===== src/hdl/tasc_pkg.sv =====
package tasc_pkg;

    localparam int DATA_W  = 32;
    localparam int FRAC_W  = 16;
    localparam int PROD_W  = 2 * DATA_W;
    localparam int TERM_W  = PROD_W - FRAC_W;
    localparam int EXT_W   = TERM_W + 2;
    localparam int SPEED_W = 21;
    localparam int CFG_IDX_W = 2;

    localparam logic [CFG_IDX_W-1:0] CFG_TILT_RATE_GAIN  = 2'd0;
    localparam logic [CFG_IDX_W-1:0] CFG_WHEEL_RATE_GAIN = 2'd1;
    localparam logic [CFG_IDX_W-1:0] CFG_RECOVERY_GAIN   = 2'd2;

    // |tilt| < 0.05  <=>  20*|tilt| < 1.0  <=>  |tilt| < ceil(65536/20)
    localparam int UPRIGHT_NUM   = 20;
    localparam int ONE_Q16       = 1 << FRAC_W;
    localparam logic [DATA_W-1:0] UPRIGHT_LIMIT =
        DATA_W'((ONE_Q16 + UPRIGHT_NUM - 1) / UPRIGHT_NUM);

    localparam int SPEED_LIMIT = 15 * ONE_Q16;

    typedef enum logic [2:0] {
        S_IDLE,
        S_MUL_A,
        S_MID,
        S_MUL_B,
        S_TILT,
        S_WHEEL,
        S_SPEED
    } t_state;

    function automatic logic [DATA_W-1:0] abs_val(input logic [DATA_W-1:0] x);
        abs_val = x[DATA_W-1] ? (~x + DATA_W'(1)) : x;
    endfunction

    // saturate a sign-extended sum to the signed 32-bit range
    function automatic logic [DATA_W-1:0] sat_acc(input logic [EXT_W-1:0] x);
        logic [DATA_W-1:0] res;
        res = x[DATA_W-1:0];
        if (x[EXT_W-1]) begin
            if (!(&x[EXT_W-1:DATA_W-1])) begin
                res = {1'b1, {(DATA_W-1){1'b0}}};
            end
        end else begin
            if (|x[EXT_W-1:DATA_W-1]) begin
                res = {1'b0, {(DATA_W-1){1'b1}}};
            end
        end
        sat_acc = res;
    endfunction

endpackage


===== src/hdl/tasc_serial_mul.sv =====
module tasc_serial_mul #(
    parameter int WIDTH = tasc_pkg::DATA_W
) (
    input  logic               i_clk,
    input  logic               i_load,
    input  logic               i_run,
    input  logic [WIDTH-1:0]   i_a,
    input  logic [WIDTH-1:0]   i_b,
    output logic [2*WIDTH-1:0] o_product
);

    // unsigned shift-add: one multiplier bit retired per cycle while i_run is high
    logic [WIDTH-1:0]   r_a;
    logic [2*WIDTH-1:0] r_prod;
    logic [WIDTH:0]     w_sum;
    logic [2*WIDTH-1:0] n_prod;

    assign w_sum  = {1'b0, r_prod[2*WIDTH-1:WIDTH]} +
                    (r_prod[0] ? {1'b0, r_a} : {(WIDTH+1){1'b0}});
    assign n_prod = {w_sum, r_prod[WIDTH-1:1]};

    always_ff @(posedge i_clk) begin
        if (i_load) begin
            r_a    <= i_a;
            r_prod <= {{WIDTH{1'b0}}, i_b};
        end else if (i_run) begin
            r_prod <= n_prod;
        end
    end

    assign o_product = r_prod;

endmodule


===== src/hdl/tilt_acceleration_speed_control_unit.sv =====
// Tilt-driven acceleration and wheel speed controller. Each input transfer is one
// control tick (Q16.16 tilt, tilt rate, wheel rate, emergency flag) and yields one
// output transfer with the clamped speed command and the acceleration accumulator.
// The products are formed by bit-serial shift-add multipliers, one multiplier bit
// per cycle, in two passes (tilt*rate, recovery threshold and wheel term in
// parallel, then the gain on the saturated tilt product), then the tilt, wheel and
// speed updates. An emergency tick goes straight to the speed update. A new tick
// is taken while the previous result still waits in the output register. Gains
// are written through the plain write port (0: tilt rate gain, 1: wheel rate gain,
// 2: recovery gain) by the user only while idle; the block does not enforce it.
module tilt_acceleration_speed_control_unit (
    input  logic                                 i_clk,
    input  logic                                 i_rst_n,
    input  logic                                 i_cfg_we,
    input  logic [tasc_pkg::CFG_IDX_W-1:0]       i_cfg_index,
    input  logic [tasc_pkg::DATA_W-1:0]          i_cfg_data,
    input  logic                                 i_in_valid,
    output logic                                 o_in_stall,
    input  logic signed [tasc_pkg::DATA_W-1:0]   i_tilt_angle,
    input  logic signed [tasc_pkg::DATA_W-1:0]   i_tilt_rate,
    input  logic signed [tasc_pkg::DATA_W-1:0]   i_wheel_rate,
    input  logic                                 i_emergency,
    output logic                                 o_out_valid,
    input  logic                                 i_out_stall,
    output logic signed [tasc_pkg::SPEED_W-1:0]  o_speed_command,
    output logic signed [tasc_pkg::DATA_W-1:0]   o_accel_target
);

    localparam int DW  = tasc_pkg::DATA_W;
    localparam int PW  = tasc_pkg::PROD_W;
    localparam int TW  = tasc_pkg::TERM_W;
    localparam int XW  = tasc_pkg::EXT_W;
    localparam int FW  = tasc_pkg::FRAC_W;
    localparam int SW  = tasc_pkg::SPEED_W;
    localparam int CNT_W = $clog2(DW);
    localparam int SUM_W = DW + 1;
    localparam logic signed [SUM_W-1:0] SPEED_MAX = SUM_W'(tasc_pkg::SPEED_LIMIT);
    localparam logic signed [SUM_W-1:0] SPEED_MIN = -SPEED_MAX;

    // configuration
    logic [DW-1:0] r_tilt_rate_gain;
    logic [DW-1:0] r_wheel_rate_gain;
    logic [DW-1:0] r_recovery_gain;

    always_ff @(posedge i_clk) begin
        if (!i_rst_n) begin
            r_tilt_rate_gain  <= '0;
            r_wheel_rate_gain <= '0;
            r_recovery_gain   <= '0;
        end else if (i_cfg_we) begin
            unique case (i_cfg_index)
                tasc_pkg::CFG_TILT_RATE_GAIN:  r_tilt_rate_gain  <= i_cfg_data;
                tasc_pkg::CFG_WHEEL_RATE_GAIN: r_wheel_rate_gain <= i_cfg_data;
                tasc_pkg::CFG_RECOVERY_GAIN:   r_recovery_gain   <= i_cfg_data;
                default: ;
            endcase
        end
    end

    // control
    tasc_pkg::t_state r_state, n_state;
    logic [CNT_W-1:0] r_cnt, n_cnt;
    logic             w_accept;
    logic             w_out_free;
    logic             w_out_load;

    assign o_in_stall = (r_state != tasc_pkg::S_IDLE);
    assign w_accept   = i_in_valid && !o_in_stall;
    assign w_out_free = !o_out_valid || !i_out_stall;
    assign w_out_load = (r_state == tasc_pkg::S_SPEED) && w_out_free;

    // captured tick
    logic [DW-1:0] r_at, r_ar;
    logic          r_tilt_neg, r_tilt_nz, r_rate_nz, r_same, r_wheel_neg, r_emerg;
    logic          r_recover;
    logic [TW-1:0] r_wheel_term;

    always_ff @(posedge i_clk) begin
        if (!i_rst_n) begin
            r_state <= tasc_pkg::S_IDLE;
            r_cnt   <= '0;
        end else begin
            r_state <= n_state;
            r_cnt   <= n_cnt;
        end
    end

    always_comb begin
        n_state = r_state;
        n_cnt   = r_cnt;
        unique case (r_state)
            tasc_pkg::S_IDLE: begin
                n_cnt = '0;
                if (w_accept) begin
                    n_state = i_emergency ? tasc_pkg::S_SPEED : tasc_pkg::S_MUL_A;
                end
            end
            tasc_pkg::S_MUL_A: begin
                n_cnt = r_cnt + CNT_W'(1);
                if (&r_cnt) begin
                    n_state = tasc_pkg::S_MID;
                end
            end
            tasc_pkg::S_MID: begin
                n_cnt   = '0;
                n_state = tasc_pkg::S_MUL_B;
            end
            tasc_pkg::S_MUL_B: begin
                n_cnt = r_cnt + CNT_W'(1);
                if (&r_cnt) begin
                    n_state = tasc_pkg::S_TILT;
                end
            end
            tasc_pkg::S_TILT:  n_state = tasc_pkg::S_WHEEL;
            tasc_pkg::S_WHEEL: n_state = tasc_pkg::S_SPEED;
            tasc_pkg::S_SPEED: begin
                if (w_out_free) begin
                    n_state = tasc_pkg::S_IDLE;
                end
            end
            default: n_state = tasc_pkg::S_IDLE;
        endcase
    end

    // multipliers
    logic [DW-1:0] w_in_at, w_in_ar;
    logic [PW-1:0] w_p1, w_p2, w_p3;
    logic [DW-1:0] w_m1_sat;
    logic          w_mul1_load, w_mul1_run, w_mul_a_run;
    logic [DW-1:0] w_mul1_a, w_mul1_b;

    assign w_in_at = tasc_pkg::abs_val(i_tilt_angle);
    assign w_in_ar = tasc_pkg::abs_val(i_tilt_rate);

    // (|tilt|*|rate|) >> 16, saturated to 32 bits unsigned
    assign w_m1_sat = (|w_p1[PW-1:DW+FW]) ? {DW{1'b1}} : w_p1[DW+FW-1:FW];

    assign w_mul1_load = w_accept || (r_state == tasc_pkg::S_MID);
    assign w_mul_a_run = (r_state == tasc_pkg::S_MUL_A);
    assign w_mul1_run  = w_mul_a_run || (r_state == tasc_pkg::S_MUL_B);
    assign w_mul1_a    = (r_state == tasc_pkg::S_MID) ? w_m1_sat : w_in_at;
    assign w_mul1_b    = (r_state == tasc_pkg::S_MID) ?
                         tasc_pkg::abs_val(r_tilt_rate_gain) : w_in_ar;

    tasc_serial_mul #(.WIDTH(DW)) u_mul_tilt (
        .i_clk     (i_clk),
        .i_load    (w_mul1_load),
        .i_run     (w_mul1_run),
        .i_a       (w_mul1_a),
        .i_b       (w_mul1_b),
        .o_product (w_p1)
    );

    tasc_serial_mul #(.WIDTH(DW)) u_mul_recover (
        .i_clk     (i_clk),
        .i_load    (w_accept),
        .i_run     (w_mul_a_run),
        .i_a       (tasc_pkg::abs_val(r_recovery_gain)),
        .i_b       (w_in_at),
        .o_product (w_p2)
    );

    tasc_serial_mul #(.WIDTH(DW)) u_mul_wheel (
        .i_clk     (i_clk),
        .i_load    (w_accept),
        .i_run     (w_mul_a_run),
        .i_a       (tasc_pkg::abs_val(i_wheel_rate)),
        .i_b       (tasc_pkg::abs_val(r_wheel_rate_gain)),
        .o_product (w_p3)
    );

    // datapath
    logic [PW-1:0] w_wheel_signed;
    logic [PW-1:0] w_rate_shift;
    logic [XW-1:0] w_acc_ext, w_mod_ext, w_tilt_sum, w_wheel_sum;
    logic signed [SUM_W-1:0] w_speed_sum, w_speed_clamp;
    logic [DW-1:0] r_accel_accum;
    logic [SW-1:0] r_speed_target;

    assign w_wheel_signed = r_wheel_neg ? (~w_p3 + PW'(1)) : w_p3;
    assign w_rate_shift   = {{(PW-DW-FW){1'b0}}, r_ar, {FW{1'b0}}};

    assign w_acc_ext   = {{(XW-DW){r_accel_accum[DW-1]}}, r_accel_accum};
    assign w_mod_ext   = {{(XW-TW){1'b0}}, w_p1[PW-1:FW]};
    assign w_tilt_sum  = r_tilt_neg ? (w_acc_ext - w_mod_ext) : (w_acc_ext + w_mod_ext);
    assign w_wheel_sum = w_acc_ext + {{(XW-TW){r_wheel_term[TW-1]}}, r_wheel_term};

    assign w_speed_sum = $signed({{(SUM_W-SW){r_speed_target[SW-1]}}, r_speed_target}) +
                         $signed({r_accel_accum[DW-1], r_accel_accum});

    always_comb begin
        priority if (w_speed_sum > SPEED_MAX) begin
            w_speed_clamp = SPEED_MAX;
        end else if (w_speed_sum < SPEED_MIN) begin
            w_speed_clamp = SPEED_MIN;
        end else begin
            w_speed_clamp = w_speed_sum;
        end
    end

    always_ff @(posedge i_clk) begin
        if (w_accept) begin
            r_at        <= w_in_at;
            r_ar        <= w_in_ar;
            r_tilt_neg  <= i_tilt_angle[DW-1];
            r_tilt_nz   <= |i_tilt_angle;
            r_rate_nz   <= |i_tilt_rate;
            r_same      <= (i_tilt_angle[DW-1] == i_tilt_rate[DW-1]);
            r_wheel_neg <= i_wheel_rate[DW-1] ^ r_wheel_rate_gain[DW-1];
            r_emerg     <= i_emergency;
        end
        if (r_state == tasc_pkg::S_MID) begin
            // a non-positive recovery gain makes any nonzero rate count as recovering
            r_recover    <= r_recovery_gain[DW-1] || !(|r_recovery_gain) ||
                            (w_rate_shift > w_p2);
            r_wheel_term <= w_wheel_signed[PW-1:FW];
        end
    end

    always_ff @(posedge i_clk) begin
        if (!i_rst_n) begin
            r_accel_accum  <= '0;
            r_speed_target <= '0;
        end else begin
            unique case (r_state)
                tasc_pkg::S_TILT: begin
                    if (r_tilt_nz && r_rate_nz) begin
                        if (!r_same && r_recover) begin
                            r_accel_accum <= '0;
                        end else begin
                            r_accel_accum <= tasc_pkg::sat_acc(w_tilt_sum);
                        end
                    end
                end
                tasc_pkg::S_WHEEL: begin
                    if (r_at < tasc_pkg::UPRIGHT_LIMIT) begin
                        r_accel_accum <= tasc_pkg::sat_acc(w_wheel_sum);
                    end
                end
                tasc_pkg::S_SPEED: begin
                    if (w_out_free) begin
                        if (r_emerg) begin
                            r_accel_accum  <= '0;
                            r_speed_target <= '0;
                        end else begin
                            r_speed_target <= w_speed_clamp[SW-1:0];
                        end
                    end
                end
                default: ;
            endcase
        end
    end

    // output register
    logic          r_out_valid;
    logic [SW-1:0] r_speed_cmd;
    logic [DW-1:0] r_accel_tgt;

    always_ff @(posedge i_clk) begin
        if (!i_rst_n) begin
            r_out_valid <= 1'b0;
        end else if (w_out_load) begin
            r_out_valid <= 1'b1;
        end else if (!i_out_stall) begin
            r_out_valid <= 1'b0;
        end
    end

    always_ff @(posedge i_clk) begin
        if (w_out_load) begin
            if (r_emerg) begin
                r_speed_cmd <= '0;
                r_accel_tgt <= '0;
            end else begin
                r_speed_cmd <= w_speed_clamp[SW-1:0];
                r_accel_tgt <= r_accel_accum;
            end
        end
    end

    assign o_out_valid     = r_out_valid;
    assign o_speed_command = r_speed_cmd;
    assign o_accel_target  = r_accel_tgt;

endmodule

===== config.mk =====
export PLATFORM = sky130hd
export DESIGN_NAME = tilt_acceleration_speed_control_unit
export DESIGN_NICKNAME = d
export VERILOG_FILES = /design/src/hdl/tasc_pkg.sv /design/src/hdl/tasc_serial_mul.sv /design/src/hdl/tilt_acceleration_speed_control_unit.sv
export SDC_FILE = /design/constraint.sdc
export NUM_CORES = 2
export LEC_CHECK = 0
export ABC_AREA = 1
export BUFFER_PORTS_ARGS = -buffer_cell sky130_fd_sc_hd__buf_2
export CORE_ASPECT_RATIO = 1.25
export CORE_UTILIZATION = 45
export CTS_CLUSTER_DIAMETER = 200
export CTS_CLUSTER_SIZE = 24
export DETAILED_ROUTE_END_ITERATION = 8
export GPL_TIMING_DRIVEN = 0
export PLACE_DENSITY = 0.59
export SLEW_MARGIN = 40
export SYNTH_ARGS = -nofsm -noshare
export SYNTH_HDL_FRONTEND = slang
export SYNTH_SLANG_ARGS = --single-unit

===== constraint.sdc =====
create_clock -name i_clk -period 10.15 [get_ports i_clk]
set_input_delay 1.015 -clock i_clk [delete_from_list [all_inputs] [get_ports i_clk]]
set_output_delay 1.015 -clock i_clk [all_outputs]
set_load 0.02 [all_outputs]

# After elaboration in Yosys (flattened, before gate mapping)
# Index checks and enable logic that the tools add are counted.
[classes]
n_addsub = 15
magnitude_cmp = 4
eq_ne = 16
muxes = 44
bitwise = 8
reduce_logical = 38
[ops]
columns = ["operator", "count"]
rows = [
  ["32-bit 2-to-1 mux", 27],
  ["32-bit by 1-bit adder with 32-bit output, second input constant", 6],
  ["32-bit inverter", 6],
  ["32-bit by 32-bit adder with 33-bit output", 3],
  ["32-bit case mux with 3 select lines", 1],
  ["32-bit OR reduction", 3],
  ["64-bit by 1-bit adder with 64-bit output, second input constant", 1],
  ["48-bit by 64-bit > comparator with 1-bit output", 1],
  ["64-bit 2-to-1 mux", 1],
  ["64-bit inverter", 1],
  ["21-bit 2-to-1 mux", 3],
  ["31-bit 2-to-1 mux", 2],
  ["32-bit by 49-bit adder with 50-bit output", 1],
  ["50-bit 2-to-1 mux", 1],
  ["32-bit by 49-bit subtractor with 50-bit output", 1],
  ["32-bit by 48-bit adder with 49-bit output", 1],
  ["19-bit AND reduction", 2],
  ["19-bit OR reduction", 2],
  ["21-bit by 32-bit adder with 33-bit output", 1],
  ["33-bit by 21-bit > comparator with 1-bit output, second input constant", 1],
  ["33-bit by 21-bit < comparator with 1-bit output, second input constant", 1],
  ["32-bit by 12-bit < comparator with 1-bit output, second input constant", 1],
  ["3-bit case mux with 7 select lines", 1],
  ["16-bit OR reduction", 1],
  ["other kinds (24)", 56],
]
[word_totals]
register_bits = 618
output_inout_bits = 55
wordCells = 156

# Longest topological paths before layout
[depth]
word_depth = 8
ltp_mapped = 38
ltp_nobuf = 37

# Modules after synthesis
# From an unflattened synthesis, not the netlist that was laid out.
[hier_totals]
cells_unflattened = 7754
area_unflattened_um2 = 50254.4
[modules_own_cells]
columns = ["mod", "n_inst", "cells_per_inst", "area_each_um2"]
rows = [
  ["tilt_acceleration_speed_control_unit", 1, 5123, 32027.0],
  ["tasc_serial_mul", 3, 877, 6075.8],
]

# Least setup slack after synthesis
# No wires, ideal clock.
[synth_timing]
path_kind = "in2reg"
startpoint = "input port i_in_valid"
endpoint = "register u_mul_tilt.r_prod[30] (netlist: u_mul_tilt.o_product[30]) (data pin)"
setup_time_ns = 0.455
arrival_time_ns = 5.587
setup_slack_ns = 4.107
cell_stages = 5
path_buffers = 2
cell_sequence = "inv_1 nor2_1 clkbuf_1 clkbuf_1 a21oi_1"
[synth_between]
elab_chain_cells = 3
[synth_lines]
columns = ["element", "line", "rtl"]
rows = [
  ["start, declared", "tilt_acceleration_speed_control_unit.sv:17", "input logic i_in_valid,"],
  ["1-bit logical AND", "tilt_acceleration_speed_control_unit.sv:68", "assign w_accept = i_in_valid && !o_in_stall;"],
  ["net u_mul_recover.i_load", "tasc_serial_mul.sv:5", "input logic i_load,"],
  ["1-bit logical OR", "tilt_acceleration_speed_control_unit.sv:138", "assign w_mul1_load = w_accept || (r_state == tasc_pkg::S_MID);"],
  ["32-bit 2-to-1 mux", "tasc_serial_mul.sv:23", "if (i_load) begin"],
  ["end signal, assigned", "tasc_serial_mul.sv:25", "r_prod <= {{WIDTH{1'b0}}, i_b};"],
  ["end signal, assigned", "tasc_serial_mul.sv:27", "r_prod <= n_prod;"],
  ["end, declared", "tasc_serial_mul.sv:14", "logic [2*WIDTH-1:0] r_prod;"],
]
# The timed path passes the listed nets, and every way through them passes these cells.
# A chain may end at the register's enable or synchronous reset.

# Worst setup path after layout
[layout_timing]
startpoint = "register u_mul_tilt.r_prod[16] (netlist: u_mul_tilt.o_product[16])"
endpoint = "register r_accel_accum[30]"
[layout_between]
elab_chain_cells = 8
word_cells_on_any_way = 11
classes_between = "2 x add/sub; 7 x mux; 2 x reduce/logical"
[layout_lines]
columns = ["element", "line", "rtl"]
rows = [
  ["32-bit by 49-bit adder with 50-bit output / 32-bit by 49-bit subtractor with 50-bit output (equally long branches)", "tilt_acceleration_speed_control_unit.sv:185", "assign w_tilt_sum = r_tilt_neg ? (w_acc_ext - w_mod_ext) : (w_acc_ext + w_mod_ext);"],
  ["50-bit 2-to-1 mux *", "tilt_acceleration_speed_control_unit.sv:185", ""],
  ["19-bit OR reduction / 19-bit AND reduction (equally long branches)", "tasc_pkg.sv:46, tasc_pkg.sv:42", ""],
  ["32-bit 2-to-1 mux, on equally long branches", "tasc_pkg.sv:46, tasc_pkg.sv:42", ""],
  ["32-bit 2-to-1 mux *", "tasc_pkg.sv:41", "if (x[EXT_W-1]) begin"],
  ["32-bit 2-to-1 mux *", "tilt_acceleration_speed_control_unit.sv:228", "if (!r_same && r_recover) begin"],
  ["32-bit 2-to-1 mux *", "tilt_acceleration_speed_control_unit.sv:227", "if (r_tilt_nz && r_rate_nz) begin"],
  ["32-bit case mux with 3 select lines *", "tilt_acceleration_speed_control_unit.sv:225", "unique case (r_state)"],
  ["end signal, assigned", "tilt_acceleration_speed_control_unit.sv:231", "r_accel_accum <= tasc_pkg::sat_acc(w_tilt_sum);"],
  ["end signal, assigned", "tilt_acceleration_speed_control_unit.sv:237", "r_accel_accum <= tasc_pkg::sat_acc(w_wheel_sum);"],
  ["end, declared", "tilt_acceleration_speed_control_unit.sv:177", "logic [DW-1:0] r_accel_accum;"],
]
# Mark *: on every way between the ends. The rest lies on a longest branch, timed or not. The select of a mux whose other input is x is not followed.

==> results.sh <==
export IMPL_start_util_pct=45.4
export IMPL_dr_total_vias=45800
export IMPL_top_usage_layer="met2"
export IMPL_power_share_switching_pct=52.2
export IMPL_synth_edff_count=364
export IMPL_p_clk_share_pct=9.2
export IMPL_avgViaCountPerCell=5.30
export IMPL_power_frac_comb_pct=61.6
export IMPL_critical_path_most_common_cell="sky130_fd_sc_hd__nand2_1"
export IMPL_critical_path_slowest_cell="sky130_fd_sc_hd__edfxtp_1"
export IMPL_port_buffers=189
export IMPL_globalRouteOverflowTotal=0
export IMPL_antenna_diode_count=0
export IMPL_track_usage_pct=29.8
export IMPL_seq_area_frac_synth_pct=33.5
export IMPL_postSynthCellCount=6959
export IMPL_cts_resized=0
export IMPL_fillCellCount=11100
export IMPL_setup_viol=0
export IMPL_reg2reg_slack_ps=3920
export IMPL_post_route_cells_drive_above_1_share_pct=6.12
export IMPL_number_of_antenna_violations_at_the_first_check_in_global_routing=4
export IMPL_clkSinkCount=618
export IMPL_critical_path_class="flop to flop"
export IMPL_drt_first_iter_violations=3709
export IMPL_detailed_router_iteration_count_before_antenna_repair=6
export IMPL_mostFrequentLayoutCell="sky130_fd_sc_hd__nand2_1"
export IMPL_timing_final_crit_period_ps=6230
export IMPL_die_area_um2=108000
export IMPL_htree_num_levels=1
export IMPL_timing_final_max_slew_violations=0
export IMPL_timing_critical_path_arrival_ps=6800
export IMPL_yosysTopAreaCell="sky130_fd_sc_hd__edfxtp_1"
export IMPL_tightest_slew_ps=884
export IMPL_synthToLayoutAreaGrowth_pct=7.98
export IMPL_min_path_type="flop to flop"
export IMPL_numPlacedInstances=8574
export IMPL_worst_path_max_fanout=10
export IMPL_p_int_mw=7.26
export IMPL_post_synth_design_cell_area_um2=47800
export IMPL_final_hpwl_from_detailed_placement_mm=138
export IMPL_grt_met3_usage_pct=2.28
export IMPL_postCtsSetupBuffers=0
export IMPL_place_gp_congestion=1.01
export IMPL_unrepaired_setup_endpoints_after_global_routing="no"
export IMPL_clock_root_buffer="sky130_fd_sc_hd__clkbuf_16"
export IMPL_worstSkewPairLatency_ps=660
export IMPL_p_sw_mw=7.94
export IMPL_floorplan_core_area_um2=105000
export IMPL_cp_required_ps=10720
export IMPL_grt_pass1_vias=42700
export IMPL_portion_of_synthesized_cell_area_occupied_by_the_leading_cell_type_pct=22.9
export IMPL_vdd_ir_drop_worst_mv=0.178
export IMPL_synth_yosys_warnings=0
export IMPL_timing_final_hold_violations=0
export IMPL_critical_path_max_stage_delay_ps=520
export IMPL_detail_route_antenna_nets=0
export IMPL_drt_total_wl_mm=165
export IMPL_drv_max_cap_violation_count=0
export IMPL_final_setup_worst_slack_ps=3920
export IMPL_seq_area_um2=16000
export IMPL_power_sequential_fraction_pct=29.1
export IMPL_worst_slew_margin_rel_pct=41.0
export IMPL_grt_first_pass_wirelength_mm=248
export IMPL_p_leak_nw=24.9
export IMPL_die_height_um=366
export IMPL_highest_achievable_clock_rate_ghz=0.161
export IMPL_synthesis_area_per_instance_um2=6.87
export IMPL_cts_max_path_buffers=3
export IMPL_postCtsHoldBufs=0
export IMPL_layout_worst_path_cycle_share_pct=61.4
export IMPL_most_common_layout_cells="sky130_fd_sc_hd__nand2_1, sky130_fd_sc_hd__inv_1, sky130_fd_sc_hd__nor2_1"
export IMPL_run_status="completed"
export IMPL_synthesis_stage_register_bit_count=618
export IMPL_synth_top_cells_by_area="sky130_fd_sc_hd__edfxtp_1, sky130_fd_sc_hd__nand2_1, sky130_fd_sc_hd__dfxtp_1"
export IMPL_combined_area_of_the_multi_input_logic_cells_um2=26700
export IMPL_final_nets=7596
export IMPL_design_portCount=191
export IMPL_routedWlPerCell_um=19.1
export IMPL_power_density_nw_per_um2=294
export IMPL_detail_route_drc_violations=0
export IMPL_global_route_usage_met2_pct=50.7
export IMPL_place_worst_setup_slack_ps=3980
export IMPL_grt_start_max_net_pins=46
export IMPL_cts_buffers=29
export IMPL_worstSetupEndpointType="flop"
export IMPL_finalNonFillerCells=8627
export IMPL_clkTransAtPathRegs_ps=120
export IMPL_synth_async_reset_ratio_pct=0
export IMPL_syn_num_nets=7367
export IMPL_gr_usage_met1_pct=39.6
export IMPL_timing_clock_skew_ps=31.4
export IMPL_setup_worst_path_start_class="flop"
export IMPL_chipWidth_um=294
export IMPL_yosysUniqueCellTypes=75
export IMPL_tritoncts="built"
export IMPL_setup_total_negative_slack_ps=0
export IMPL_row_count=133
export IMPL_yosys_most_used_dff="sky130_fd_sc_hd__edfxtp_1"
==> critical path: cells and delay by family, from the launching register on <==
family          cells  cell delay [ps]
simple gates       23             3380
compound gates      5              880
buf+inv             4              630
fa+ha+maj           2              560
flops               1              520
xor+xnor            1              160
==> final cells by class <==
type / instances / share of cell area (%)
multi-input cells: 5005 / 51.8
flip-flops and latches: 618 / 31.0
inverters: 1175 / 8.54
well taps: 1417 / 3.43
repair buffers: 198 / 2.20
clock buffers: 53 / 1.64
plain buffers: 161 / 1.37
==> Yosys cell counts, types with 10 or more instances <==
| cell type | number |
|---|---|
| sky130_fd_sc_hd__nor2_2 | 36 |
| sky130_fd_sc_hd__nor3_1 | 89 |
| sky130_fd_sc_hd__nand2_1 | 1700 |
| sky130_fd_sc_hd__nand3_1 | 292 |
| sky130_fd_sc_hd__a22oi_1 | 10 |
| sky130_fd_sc_hd__o21ai_0 | 436 |
| sky130_fd_sc_hd__ha_1 | 266 |
| sky130_fd_sc_hd__a21oi_1 | 507 |
| sky130_fd_sc_hd__nand4_1 | 83 |
| sky130_fd_sc_hd__nor2_1 | 756 |
| sky130_fd_sc_hd__xor2_1 | 267 |
| sky130_fd_sc_hd__o21a_1 | 13 |
| sky130_fd_sc_hd__a31oi_1 | 42 |
| sky130_fd_sc_hd__a21boi_0 | 11 |
| sky130_fd_sc_hd__o31ai_1 | 19 |
| sky130_fd_sc_hd__o21ai_1 | 22 |
| sky130_fd_sc_hd__o211ai_1 | 27 |
| sky130_fd_sc_hd__inv_2 | 22 |
| sky130_fd_sc_hd__nor4_1 | 56 |
| sky130_fd_sc_hd__inv_1 | 1148 |
| sky130_fd_sc_hd__edfxtp_1 | 364 |
| sky130_fd_sc_hd__xnor2_1 | 117 |
| sky130_fd_sc_hd__nand2_2 | 44 |
| sky130_fd_sc_hd__o21bai_1 | 16 |
| sky130_fd_sc_hd__or2_2 | 20 |
| sky130_fd_sc_hd__nand3b_1 | 23 |
| sky130_fd_sc_hd__and2_1 | 11 |
| sky130_fd_sc_hd__clkbuf_1 | 139 |
| sky130_fd_sc_hd__nand3_2 | 13 |
| sky130_fd_sc_hd__a21o_1 | 17 |
| sky130_fd_sc_hd__dfxtp_1 | 254 |
| sky130_fd_sc_hd__o22ai_1 | 22 |
==> final timing paths <==
check                           start           endpoint  depth (start not counted)
max          u_mul_tilt.o_product[16]  r_accel_accum[30]                         35
min                          r_cnt[3]           r_cnt[3]                          1
max reg2reg  u_mul_tilt.o_product[16]  r_accel_accum[30]                         35
min reg2reg                  r_cnt[3]           r_cnt[3]                          1
==> per-stage QoR <==
step / total power [mW] / hold WS [ps] / area [µm²] / utilization, %
floorplan: 10.8 / 422 / 47800 / -
global placement: 13.6 / 434 / 50500 / 48.0
detailed placement: 13.7 / 439 / 50800 / 48.2
CTS: 15.1 / 453 / 51600 / 49.0
global route: 16.4 / 487 / 51600 / 49.0
finish: 15.2 / 456 / 51600 / 49.0
==> metal layers <==
| metal | vias to the layer above | routed length [µm] |
|---|---|---|
| li1 | 23000 | - |
| met1 | 21100 | 72800 |
| met2 | 1381 | 76900 |
| met3 | 262 | 8730 |
| met4 | 4 | 6320 |
| met5 | - | 23 |
==> state kept, by name (all words and copies together) (netlist names), 3 cells and up <==
signal,cells
u_mul_tilt.r_a,32
r_at,32
r_tilt_rate_gain,32
u_mul_wheel.o_product,64
u_mul_wheel.r_a,32
r_accel_accum,32
u_mul_tilt.o_product,64
r_recovery_gain,32
o_accel_target,32
r_wheel_rate_gain,32
r_ar,32
u_mul_recover.r_a,32
o_speed_command,21
r_state,3
r_wheel_term,48
r_cnt,5
r_speed_target,21
u_mul_recover.o_product,64
==> power by group through the flow <==
| stage | Combinational, mW | Sequential [mW] | Clock [mW] |
|---|---|---|---|
| 4_1_cts | 9.29 | 4.40 | 1.44 |
| 3_3_place_gp | 9.10 | 4.53 | 0 |
| 5_1_grt | 10.4 | 4.48 | 1.51 |
| 6_report | 9.37 | 4.42 | 1.40 |
| 2_1_floorplan | 6.58 | 4.18 | 0 |
| 3_5_place_dp | 9.25 | 4.45 | 0 |
==> cells by family (layout without fill, tap and decap cells) <==
logic type	Yosys count	after routing	synth area share, %
fa+ha+maj	272	272	7.21
mux	1	1	0.0235
buf+inv	1336	1587	10.6
simple gates	3155	3155	27.8
xor+xnor	387	387	7.13
compound gates	1190	1190	13.7
flops	618	618	33.5
Power figures use the tool's default switching activity.
